### src/rtl/adv_data_structure_router_core_defines.svh
// ---------------------------------------------------------------------------
// Assertion macros for the advertising data structure router
// Concurrent checks sampled on clock, disabled while reset is high.
// ---------------------------------------------------------------------------
`ifndef ADV_DATA_STRUCTURE_ROUTER_CORE_DEFINES_SVH
`define ADV_DATA_STRUCTURE_ROUTER_CORE_DEFINES_SVH

`ifndef ASSERT_OFF
`define ADSR_ASSERT(label, prop, msg) \
   label: assert property (@(posedge clock) disable iff (reset) prop) else $error(msg);
`define ADSR_ASSERT_NEVER(label, expr, msg) \
   label: assert property (@(posedge clock) disable iff (reset) !(expr)) else $error(msg);
`else
`define ADSR_ASSERT(label, prop, msg)
`define ADSR_ASSERT_NEVER(label, expr, msg)
`endif

`endif

### src/rtl/adsr_pkg.sv
// ---------------------------------------------------------------------------
// adsr_pkg
// Types and codes shared by the advertising data structure router.
// ---------------------------------------------------------------------------
`default_nettype none

package adsr_pkg;

   localparam logic [3:0] NONCONN_KIND = 4'd3;

   localparam logic [7:0] TYPE_PROV   = 8'h29;
   localparam logic [7:0] TYPE_MESH   = 8'h2A;
   localparam logic [7:0] TYPE_BEACON = 8'h2B;
   localparam logic [7:0] TYPE_MANUF  = 8'hFF;

   localparam logic [1:0] DEST_NET    = 2'd0;
   localparam logic [1:0] DEST_PROV   = 2'd1;
   localparam logic [1:0] DEST_BEACON = 2'd2;
   localparam logic [1:0] DEST_VENDOR = 2'd3;

   localparam logic [1:0] STATUS_PAYLOAD    = 2'd0;
   localparam logic [1:0] STATUS_MALFORMED  = 2'd1;
   localparam logic [1:0] STATUS_TERMINATED = 2'd2;

   localparam logic REG_PROV_ENABLE   = 1'b0;
   localparam logic REG_VENDOR_ENABLE = 1'b1;

   typedef enum logic [1:0] {
      PH_LEN   = 2'd0,
      PH_TYPE  = 2'd1,
      PH_MORE  = 2'd2,
      PH_FIRST = 2'd3
   } phase_type;

   typedef struct packed {
      logic              prov_enable;
      logic              vendor_enable;
   } cfg_type;

   typedef struct packed {
      logic [7:0]        data_byte;
      logic              report_start;
      logic [4:0]        report_length;
      logic [3:0]        pdu_kind;
      logic signed [7:0] signal_strength;
      logic [47:0]       source_address;
   } req_type;

   typedef struct packed {
      logic [1:0]        destination;
      logic [7:0]        payload_byte;
      logic              record_start;
      logic              record_last;
      logic              record_empty;
      logic [1:0]        status;
      logic signed [7:0] record_rssi;
      logic [47:0]       record_address;
   } rsp_type;

endpackage

`default_nettype wire

### src/rtl/adv_data_structure_router_core.sv
// ---------------------------------------------------------------------------
// adv_data_structure_router_core
// Parses received advertising reports byte by byte and routes the payload of
// mesh, provisioning, beacon and manufacturer data structures.
// A record appears on the rsp channel in the cycle after its transaction is accepted.
// Throughput: one byte per cycle unless the result register is full and held.
// Reset: synchronous; parser returns to length-byte phase, prov_enable set,
// vendor_enable clear, result register empty.
// ---------------------------------------------------------------------------
`default_nettype none

module adv_data_structure_router_core #(
   parameter int MAX_REPORT_BYTES = 31
) (
   input  wire               clock,
   input  wire               reset,
   input  wire               req_valid,
   output logic              req_ready,
   input  wire [7:0]         req_data_byte,
   input  wire               req_report_start,
   input  wire [4:0]         req_report_length,
   input  wire [3:0]         req_pdu_kind,
   input  wire signed [7:0]  req_signal_strength,
   input  wire [47:0]        req_source_address,
   output logic              rsp_valid,
   input  wire               rsp_ready,
   output logic [1:0]        rsp_destination,
   output logic [7:0]        rsp_payload_byte,
   output logic              rsp_record_start,
   output logic              rsp_record_last,
   output logic              rsp_record_empty,
   output logic [1:0]        rsp_status,
   output logic signed [7:0] rsp_record_rssi,
   output logic [47:0]       rsp_record_address,
   input  wire               csr_wr_en,
   input  wire               csr_index,
   input  wire               csr_wr_data
);
   import adsr_pkg::*;

   cfg_type cfg_ff;
   req_type item;
   rsp_type res, rsp_data;
   logic    res_valid, advance, slot_free;

   always_ff @(posedge clock) begin
      if (reset) begin
         cfg_ff.prov_enable   <= 1'b1;
         cfg_ff.vendor_enable <= 1'b0;
      end else if (csr_wr_en) begin
         case (csr_index)
            REG_PROV_ENABLE:   cfg_ff.prov_enable   <= csr_wr_data;
            REG_VENDOR_ENABLE: cfg_ff.vendor_enable <= csr_wr_data;
            default: begin
               cfg_ff <= cfg_ff;
            end
         endcase
      end
   end

   assign item.data_byte       = req_data_byte;
   assign item.report_start    = req_report_start;
   assign item.report_length   = req_report_length;
   assign item.pdu_kind        = req_pdu_kind;
   assign item.signal_strength = req_signal_strength;
   assign item.source_address  = req_source_address;

   assign req_ready = slot_free;
   assign advance   = req_valid && slot_free;

   adsr_parser #(
      .MAX_REPORT_BYTES (MAX_REPORT_BYTES)
   ) u_parser (
      .clock     (clock),
      .reset     (reset),
      .advance   (advance),
      .item      (item),
      .cfg       (cfg_ff),
      .res_valid (res_valid),
      .res       (res)
   );

   adsr_out_stage u_out_stage (
      .clock     (clock),
      .reset     (reset),
      .load      (advance && res_valid),
      .load_data (res),
      .rsp_ready (rsp_ready),
      .rsp_valid (rsp_valid),
      .slot_free (slot_free),
      .rsp_data  (rsp_data)
   );

   assign rsp_destination    = rsp_data.destination;
   assign rsp_payload_byte   = rsp_data.payload_byte;
   assign rsp_record_start   = rsp_data.record_start;
   assign rsp_record_last    = rsp_data.record_last;
   assign rsp_record_empty   = rsp_data.record_empty;
   assign rsp_status         = rsp_data.status;
   assign rsp_record_rssi    = rsp_data.record_rssi;
   assign rsp_record_address = rsp_data.record_address;

endmodule

`default_nettype wire

### src/rtl/adsr_parser.sv
// ---------------------------------------------------------------------------
// adsr_parser
// Length-type-value walker: holds report and structure state, decodes one
// byte per transaction and forms the routed record or the status record.
// ---------------------------------------------------------------------------
`default_nettype none
`include "adv_data_structure_router_core_defines.svh"

module adsr_parser #(
   parameter int MAX_REPORT_BYTES = 31
) (
   input  wire               clock,
   input  wire               reset,
   input  wire               advance,
   input  adsr_pkg::req_type item,
   input  adsr_pkg::cfg_type cfg,
   output logic              res_valid,
   output adsr_pkg::rsp_type res
);
   import adsr_pkg::*;

   localparam int CAP    = (MAX_REPORT_BYTES < 31) ? MAX_REPORT_BYTES : 31;
   localparam int LEFT_W = $clog2(CAP + 1);

   phase_type         phase_ff, phase_in;
   logic [LEFT_W-1:0] rpt_left_ff, rpt_left_in;
   logic [LEFT_W-1:0] str_left_ff, str_left_in;
   logic [1:0]        dest_ff, dest_in;
   logic              str_acc_ff, str_acc_in;
   logic              rpt_acc_ff, rpt_acc_in;
   logic signed [7:0] rssi_ff, rssi_in;
   logic [47:0]       addr_ff, addr_in;

   phase_type         eff_phase;
   logic [LEFT_W-1:0] eff_left, eff_str_left, left_m1, str_dec;
   logic [1:0]        eff_dest, type_dest;
   logic              eff_str_acc, eff_rpt_acc, type_hit;
   logic              len_zero, len_over;

   always_comb begin
      if (item.report_start) begin
         if (int'(item.report_length) > CAP) begin
            eff_left = LEFT_W'(CAP);
         end else begin
            eff_left = LEFT_W'(item.report_length);
         end
         eff_rpt_acc  = (item.pdu_kind == NONCONN_KIND);
         eff_phase    = PH_LEN;
         eff_str_left = '0;
         eff_str_acc  = 1'b0;
         eff_dest     = DEST_NET;
         rssi_in      = item.signal_strength;
         addr_in      = item.source_address;
      end else begin
         eff_left     = rpt_left_ff;
         eff_rpt_acc  = rpt_acc_ff;
         eff_phase    = phase_ff;
         eff_str_left = str_left_ff;
         eff_str_acc  = str_acc_ff;
         eff_dest     = dest_ff;
         rssi_in      = rssi_ff;
         addr_in      = addr_ff;
      end
   end

   assign left_m1  = eff_left - LEFT_W'(1);
   assign str_dec  = (eff_str_left != '0) ? (eff_str_left - LEFT_W'(1)) : eff_str_left;
   assign len_zero = (item.data_byte == 8'd0);
   assign len_over = (item.data_byte > 8'(left_m1));

   always_comb begin
      case (item.data_byte)
         TYPE_MESH: begin
            type_dest = DEST_NET;
            type_hit  = 1'b1;
         end
         TYPE_PROV: begin
            type_dest = DEST_PROV;
            type_hit  = cfg.prov_enable;
         end
         TYPE_BEACON: begin
            type_dest = DEST_BEACON;
            type_hit  = 1'b1;
         end
         TYPE_MANUF: begin
            type_dest = DEST_VENDOR;
            type_hit  = cfg.vendor_enable;
         end
         default: begin
            type_dest = DEST_NET;
            type_hit  = 1'b0;
         end
      endcase
   end

   // next state
   always_comb begin
      phase_in    = eff_phase;
      rpt_left_in = eff_left;
      str_left_in = eff_str_left;
      dest_in     = eff_dest;
      str_acc_in  = eff_str_acc;
      rpt_acc_in  = eff_rpt_acc;
      if (eff_left == '0) begin
         phase_in = PH_LEN;
      end else begin
         rpt_left_in = left_m1;
         case (eff_phase)
            PH_LEN: begin
               if (eff_left > LEFT_W'(1)) begin
                  if (len_zero || len_over) begin
                     rpt_left_in = '0;
                  end else begin
                     str_left_in = LEFT_W'(item.data_byte - 8'd1);
                     phase_in    = PH_TYPE;
                  end
               end
            end
            PH_TYPE: begin
               dest_in    = type_dest;
               str_acc_in = type_hit && eff_rpt_acc;
               phase_in   = (eff_str_left == '0) ? PH_LEN : PH_FIRST;
            end
            PH_MORE, PH_FIRST: begin
               str_left_in = str_dec;
               phase_in    = (str_dec == '0) ? PH_LEN : PH_MORE;
            end
            default: begin
               phase_in = PH_LEN;
            end
         endcase
      end
   end

   // result
   always_comb begin
      res_valid          = 1'b0;
      res.destination    = DEST_NET;
      res.payload_byte   = 8'd0;
      res.record_start   = 1'b0;
      res.record_last    = 1'b0;
      res.record_empty   = 1'b0;
      res.status         = STATUS_PAYLOAD;
      res.record_rssi    = rssi_in;
      res.record_address = addr_in;
      if (eff_left != '0) begin
         case (eff_phase)
            PH_LEN: begin
               if (eff_left > LEFT_W'(1)) begin
                  if (len_zero) begin
                     res_valid  = eff_rpt_acc;
                     res.status = STATUS_TERMINATED;
                  end else if (len_over) begin
                     res_valid  = eff_rpt_acc;
                     res.status = STATUS_MALFORMED;
                  end
               end
            end
            PH_TYPE: begin
               if (eff_str_left == '0) begin
                  res_valid        = type_hit && eff_rpt_acc;
                  res.destination  = type_dest;
                  res.record_start = 1'b1;
                  res.record_last  = 1'b1;
                  res.record_empty = 1'b1;
               end
            end
            PH_MORE, PH_FIRST: begin
               res_valid        = eff_str_acc;
               res.destination  = eff_dest;
               res.payload_byte = item.data_byte;
               res.record_start = (eff_phase == PH_FIRST);
               res.record_last  = (str_dec == '0);
            end
            default: begin
               res_valid = 1'b0;
            end
         endcase
      end
   end

   always_ff @(posedge clock) begin
      if (reset) begin
         phase_ff    <= PH_LEN;
         rpt_left_ff <= '0;
         str_left_ff <= '0;
         dest_ff     <= DEST_NET;
         str_acc_ff  <= 1'b0;
         rpt_acc_ff  <= 1'b0;
      end else if (advance) begin
         phase_ff    <= phase_in;
         rpt_left_ff <= rpt_left_in;
         str_left_ff <= str_left_in;
         dest_ff     <= dest_in;
         str_acc_ff  <= str_acc_in;
         rpt_acc_ff  <= rpt_acc_in;
      end
   end

   always_ff @(posedge clock) begin
      if (advance) begin
         rssi_ff <= rssi_in;
         addr_ff <= addr_in;
      end
   end

   `ADSR_ASSERT(a_left_cap, (rpt_left_ff <= LEFT_W'(CAP)), "report count above cap")
   `ADSR_ASSERT(a_str_in_rpt, (phase_ff != PH_LEN) |-> (str_left_ff <= rpt_left_ff), "structure runs past report")
   `ADSR_ASSERT(a_res_acc, (advance && res_valid) |=> rpt_acc_ff, "record from unaccepted report")

endmodule

`default_nettype wire

### src/rtl/adsr_out_stage.sv
// ---------------------------------------------------------------------------
// adsr_out_stage
// Result register: holds one record until the downstream side takes it.
// ---------------------------------------------------------------------------
`default_nettype none
`include "adv_data_structure_router_core_defines.svh"

module adsr_out_stage (
   input  wire               clock,
   input  wire               reset,
   input  wire               load,
   input  adsr_pkg::rsp_type load_data,
   input  wire               rsp_ready,
   output logic              rsp_valid,
   output logic              slot_free,
   output adsr_pkg::rsp_type rsp_data
);
   import adsr_pkg::*;

   logic    valid_ff, valid_in;
   rsp_type data_ff;

   assign slot_free = !valid_ff || rsp_ready;

   always_comb begin
      valid_in = valid_ff;
      if (load) begin
         valid_in = 1'b1;
      end else if (rsp_ready) begin
         valid_in = 1'b0;
      end
   end

   always_ff @(posedge clock) begin
      if (reset) begin
         valid_ff <= 1'b0;
      end else begin
         valid_ff <= valid_in;
      end
   end

   always_ff @(posedge clock) begin
      if (load) begin
         data_ff <= load_data;
      end
   end

   assign rsp_valid = valid_ff;
   assign rsp_data  = data_ff;

   `ADSR_ASSERT_NEVER(a_no_overwrite, load && valid_ff && !rsp_ready, "record overwritten")
   `ADSR_ASSERT(a_drain, (valid_ff && rsp_ready && !load) |=> !valid_ff, "record repeated")
   `ADSR_ASSERT(a_hold, (valid_ff && !rsp_ready) |=> (valid_ff && $stable(data_ff)), "record lost")

endmodule

`default_nettype wire
### config.mk
export PLATFORM = sky130hd
export DESIGN_NAME = adv_data_structure_router_core
export DESIGN_NICKNAME = d
export VERILOG_FILES = /design/src/rtl/adsr_pkg.sv /design/src/rtl/adv_data_structure_router_core.sv /design/src/rtl/adsr_parser.sv /design/src/rtl/adsr_out_stage.sv
export VERILOG_INCLUDE_DIRS = /design/src /design/src/rtl
export SDC_FILE = /design/constraint.sdc
export NUM_CORES = 1
export LEC_CHECK = 0
export BUFFER_PORTS_ARGS = -buffer_cell sky130_fd_sc_hd__buf_4
export CAP_MARGIN = 15
export CORE_MARGIN = 1.5
export CORE_UTILIZATION = 40
export CTS_BUF_LIST = sky130_fd_sc_hd__clkbuf_2 sky130_fd_sc_hd__clkbuf_4 sky130_fd_sc_hd__clkbuf_8
export DETAILED_ROUTE_END_ITERATION = 8
export HOLD_SLACK_MARGIN = 0.05
export PLACE_DENSITY = 0.6
export SKIP_LAST_GASP = 1
export SLEW_MARGIN = 20
export SYNTH_ARGS = -nofsm -noshare
export SYNTH_HDL_FRONTEND = slang
export SYNTH_SLANG_ARGS = --single-unit
### constraint.sdc
create_clock -name clock -period 18.05 [get_ports clock]
set_input_delay 0.9025 -clock clock [delete_from_list [all_inputs] [get_ports clock]]
set_output_delay 0.9025 -clock clock [all_outputs]
set_load 0.01 [all_outputs]
==> summary.txt <==
Mean routed wirelength per cell: 17.3 µm
Clk_lat worst skew: 0.44 ns
Vias in the first global route: 3922
Synth top area share: 61.9%
Worst EP required: 18.12 ns
Leakage dissipation: 2.96 nW
Sink Count: 146
Final setup vio count: 0
GP Congestion: 0.875
Total setup buffers inserted after CTS: 0
Total power: 0.679 mW
Synth top area cells: edfxtp_1, mux2_2, dfxtp_1
Top-count cell post-synth: edfxtp_1
P_int: 0.520 mW
Total CTS buffers: 17
DRT Pass-1 Iters: 4
Pre-CTS setup slack: 13.19 ns
Hold Vio Cnt, Final: 0
Total GRT Usage: 16.7%
P&R area growth vs syn: 27.4%
Layout Nets: 667
Register area share after synthesis: 68.1%
Cells after DPL: 742
Residual DRC: 0
Non-filler cells, final: 774
Hold buffers post-CTS: 0
Layout cells sized above 1: 42.7%
Routed Antenna Nets: 0
Post-CTS sizing: 0
Mapped Cells: 409
Power share of the combinational group: 11.0%
Period Utilization, post-route: 24.3%
Post-Syn Area: 6160 µm²
Post-synth EDFFs: 127
Std cell rows: 45
Synth top cells by count: edfxtp_1, mux2_2, nor2_1
Initial DRC Count: 185
Hold WC Path Type: register to register
Port buffer count: 153
Worst Skew: 0.00808 ns
CP Capture Type: register
Reg clk slew, reported paths: 0.07 ns
Max-slew headroom: 38.1%
GRT Residual Overflow: 0
RSZ-0062 raised after global routing: no
Largest net degree at the start of global routing: 75
Switch Pwr: 0.159 mW
Final Max Tran Viols: 0
Antenna Cells: 0
Setup WS post-layout: 13.67 ns
Status: completed
Synth Flop Type: edfxtp_1
Worst EP arrival: 4.46 ns
Die Wd: 127 µm
Syn avg cell area: 15.1 µm²
Die height: 127 µm
Maximum clock path buffer count: 2
Flops & latches, synth: 146
Crit path time final: 4.38 ns
Post-synthesis async set-or-reset flop share: 0%
Fin Setup TNS: 0 ns
Clock group share of total power: 31.7%
Filler cells: 1313
Slew @ Worst Pin: 0.928 ns
First-pass GRT wire length: 20.3 mm
Initial Util: 40.7%
CP max FO: 74
CTS tree: built
Sw Share: 23.4%
H-tree levels: 4
P per Cell Area: 86.5 nW/µm²
Worst Setup Path Type: input port to register
DR vias: 3983
Initial antenna violation count: 0
Synth Warn #: 0
CP Launch Type: input port
Synth area leader: edfxtp_1
Final wirelength: 13.4 mm
F_max: 228 MHz
Sequential power share: 57.3%
Syn Nets: 503
Die area: 16200 µm²
CTS root buffer: clkbuf_8
Vias/cell: 5.15
HPWL after DPL: 9.44 mm
Core Footprint: 15100 µm²
Number of distinct library cells after synthesis: 55
Number of max-cap violations: 0
Peak VDD IR: 0.0437 mV
I/O pins: 154
-- power by group through the flow --
stage	Sequential, mW	Combinational [mW]	Clock (mW)
final	0.389	0.0748	0.215
after floorplan	0.397	0.0431	0
after global routing	0.391	0.0824	0.237
after global placement	0.396	0.0737	0
after CTS	0.389	0.0755	0.224
after detailed placement	0.397	0.0753	0
-- layer usage --
layer	global-route usage, %	wire length (µm)
met5	0	0
met1	21.5	5980
met2	26.7	6470
met3	4.90	701
met4	7.02	212
-- state kept, by name, indices dropped and copies added, names as in the netlist --
signal	cells
u_parser.dest_ff	2
cfg_ff	2
u_parser.str_acc_ff	1
u_out_stage.rsp_valid	1
u_out_stage.rsp_data	71
u_parser.rpt_left_ff	5
u_parser.rssi_ff	8
u_parser.str_left_ff	5
u_parser.addr_ff	48
u_parser.phase_ff	2
u_parser.rpt_acc_ff	1
-- critical path: stages --
cell      delay (ns)
buf_4           0.16
buf_4           0.74
nor4bb_1        0.42
nor2_1          0.16
xor2_1          0.19
ha_1            0.29
mux2i_1         0.13
a21oi_1         0.35
o21ai_2         0.16
o21a_1          0.23
nor3_4          0.18
buf_4           0.49
-- cells in the final DEF, fill, tap and decap left out, types with 4 or more instances in the layout --
| cell | synthesis | final |
|---|---|---|
| xor2_1 | 4 | 4 |
| inv_1 | 8 | 8 |
| nand2b_1 | 7 | 7 |
| clkinv_2 | 0 | 5 |
| clkbuf_8 | 0 | 17 |
| nand2_1 | 23 | 23 |
| o211ai_1 | 7 | 7 |
| and2_1 | 6 | 6 |
| mux2_2 | 57 | 57 |
| buf_4 | 1 | 157 |
| mux2i_1 | 6 | 6 |
| nor4b_1 | 4 | 4 |
| clkbuf_4 | 0 | 4 |
| xnor2_1 | 5 | 5 |
| a21oi_1 | 12 | 12 |
| nor2b_1 | 6 | 6 |
| a22oi_1 | 4 | 4 |
| dfxtp_1 | 19 | 19 |
| o21ai_0 | 10 | 10 |
| ha_1 | 13 | 13 |
| nor3_1 | 11 | 11 |
| edfxtp_1 | 127 | 127 |
| nor2_1 | 24 | 24 |
-- cell type report --
type                            instances  area [µm²]  area share [%]
Sequential cell                       146        4190            53.4
Multi-Input combinational cell        242        1880            23.9
Timing Repair Buffer                  157        1180            15.0
Clock buffer                           21         264            3.36
Tap cell                              188         235            3.00
Clock inverter                         11        65.1           0.829
Inverter                                9        33.8           0.430
-- worst paths after layout --
check / cells after the start / endpoint / start / slack, ns
worst min-delay path: 2 / cfg_ff[0]$_SDFFE_PP0P_ / cfg_ff[0]$_SDFFE_PP0P_ / 0.46
worst max-delay path: 12 / u_out_stage.rsp_data[14]$_DFFE_PP_ / req_report_start / 13.67
worst max register to register: 12 / u_out_stage.rsp_data[14]$_DFFE_PP_ / u_parser.rpt_left_ff[0]$_SDFFE_PP0P_ / 14.14
worst min register to register: 2 / cfg_ff[0]$_SDFFE_PP0P_ / cfg_ff[0]$_SDFFE_PP0P_ / 0.46
-- stage by stage --
stage	hold slack, ns	instance area (µm²)	utilization (%)
2_1_floorplan	0.433	6160	-
3_3_place_gp	0.448	7520	49.7
3_5_place_dp	0.451	7520	49.7
4_1_cts	0.463	7850	51.8
5_1_grt	0.492	7850	51.8
6_report	0.460	7850	51.8
-- logic make-up after synthesis --
logic type                 synth area share (%)
and+or+nand+nor                            8.65
DFF                                        68.1
muxes                                      11.4
adders and majority gates                  2.64
xor gates and xnor gates                   1.28
AOI/OAI and AO/OA                          6.44
buffers and inverters                      1.50
No activity file was read; power rests on OpenSTA's default activity.
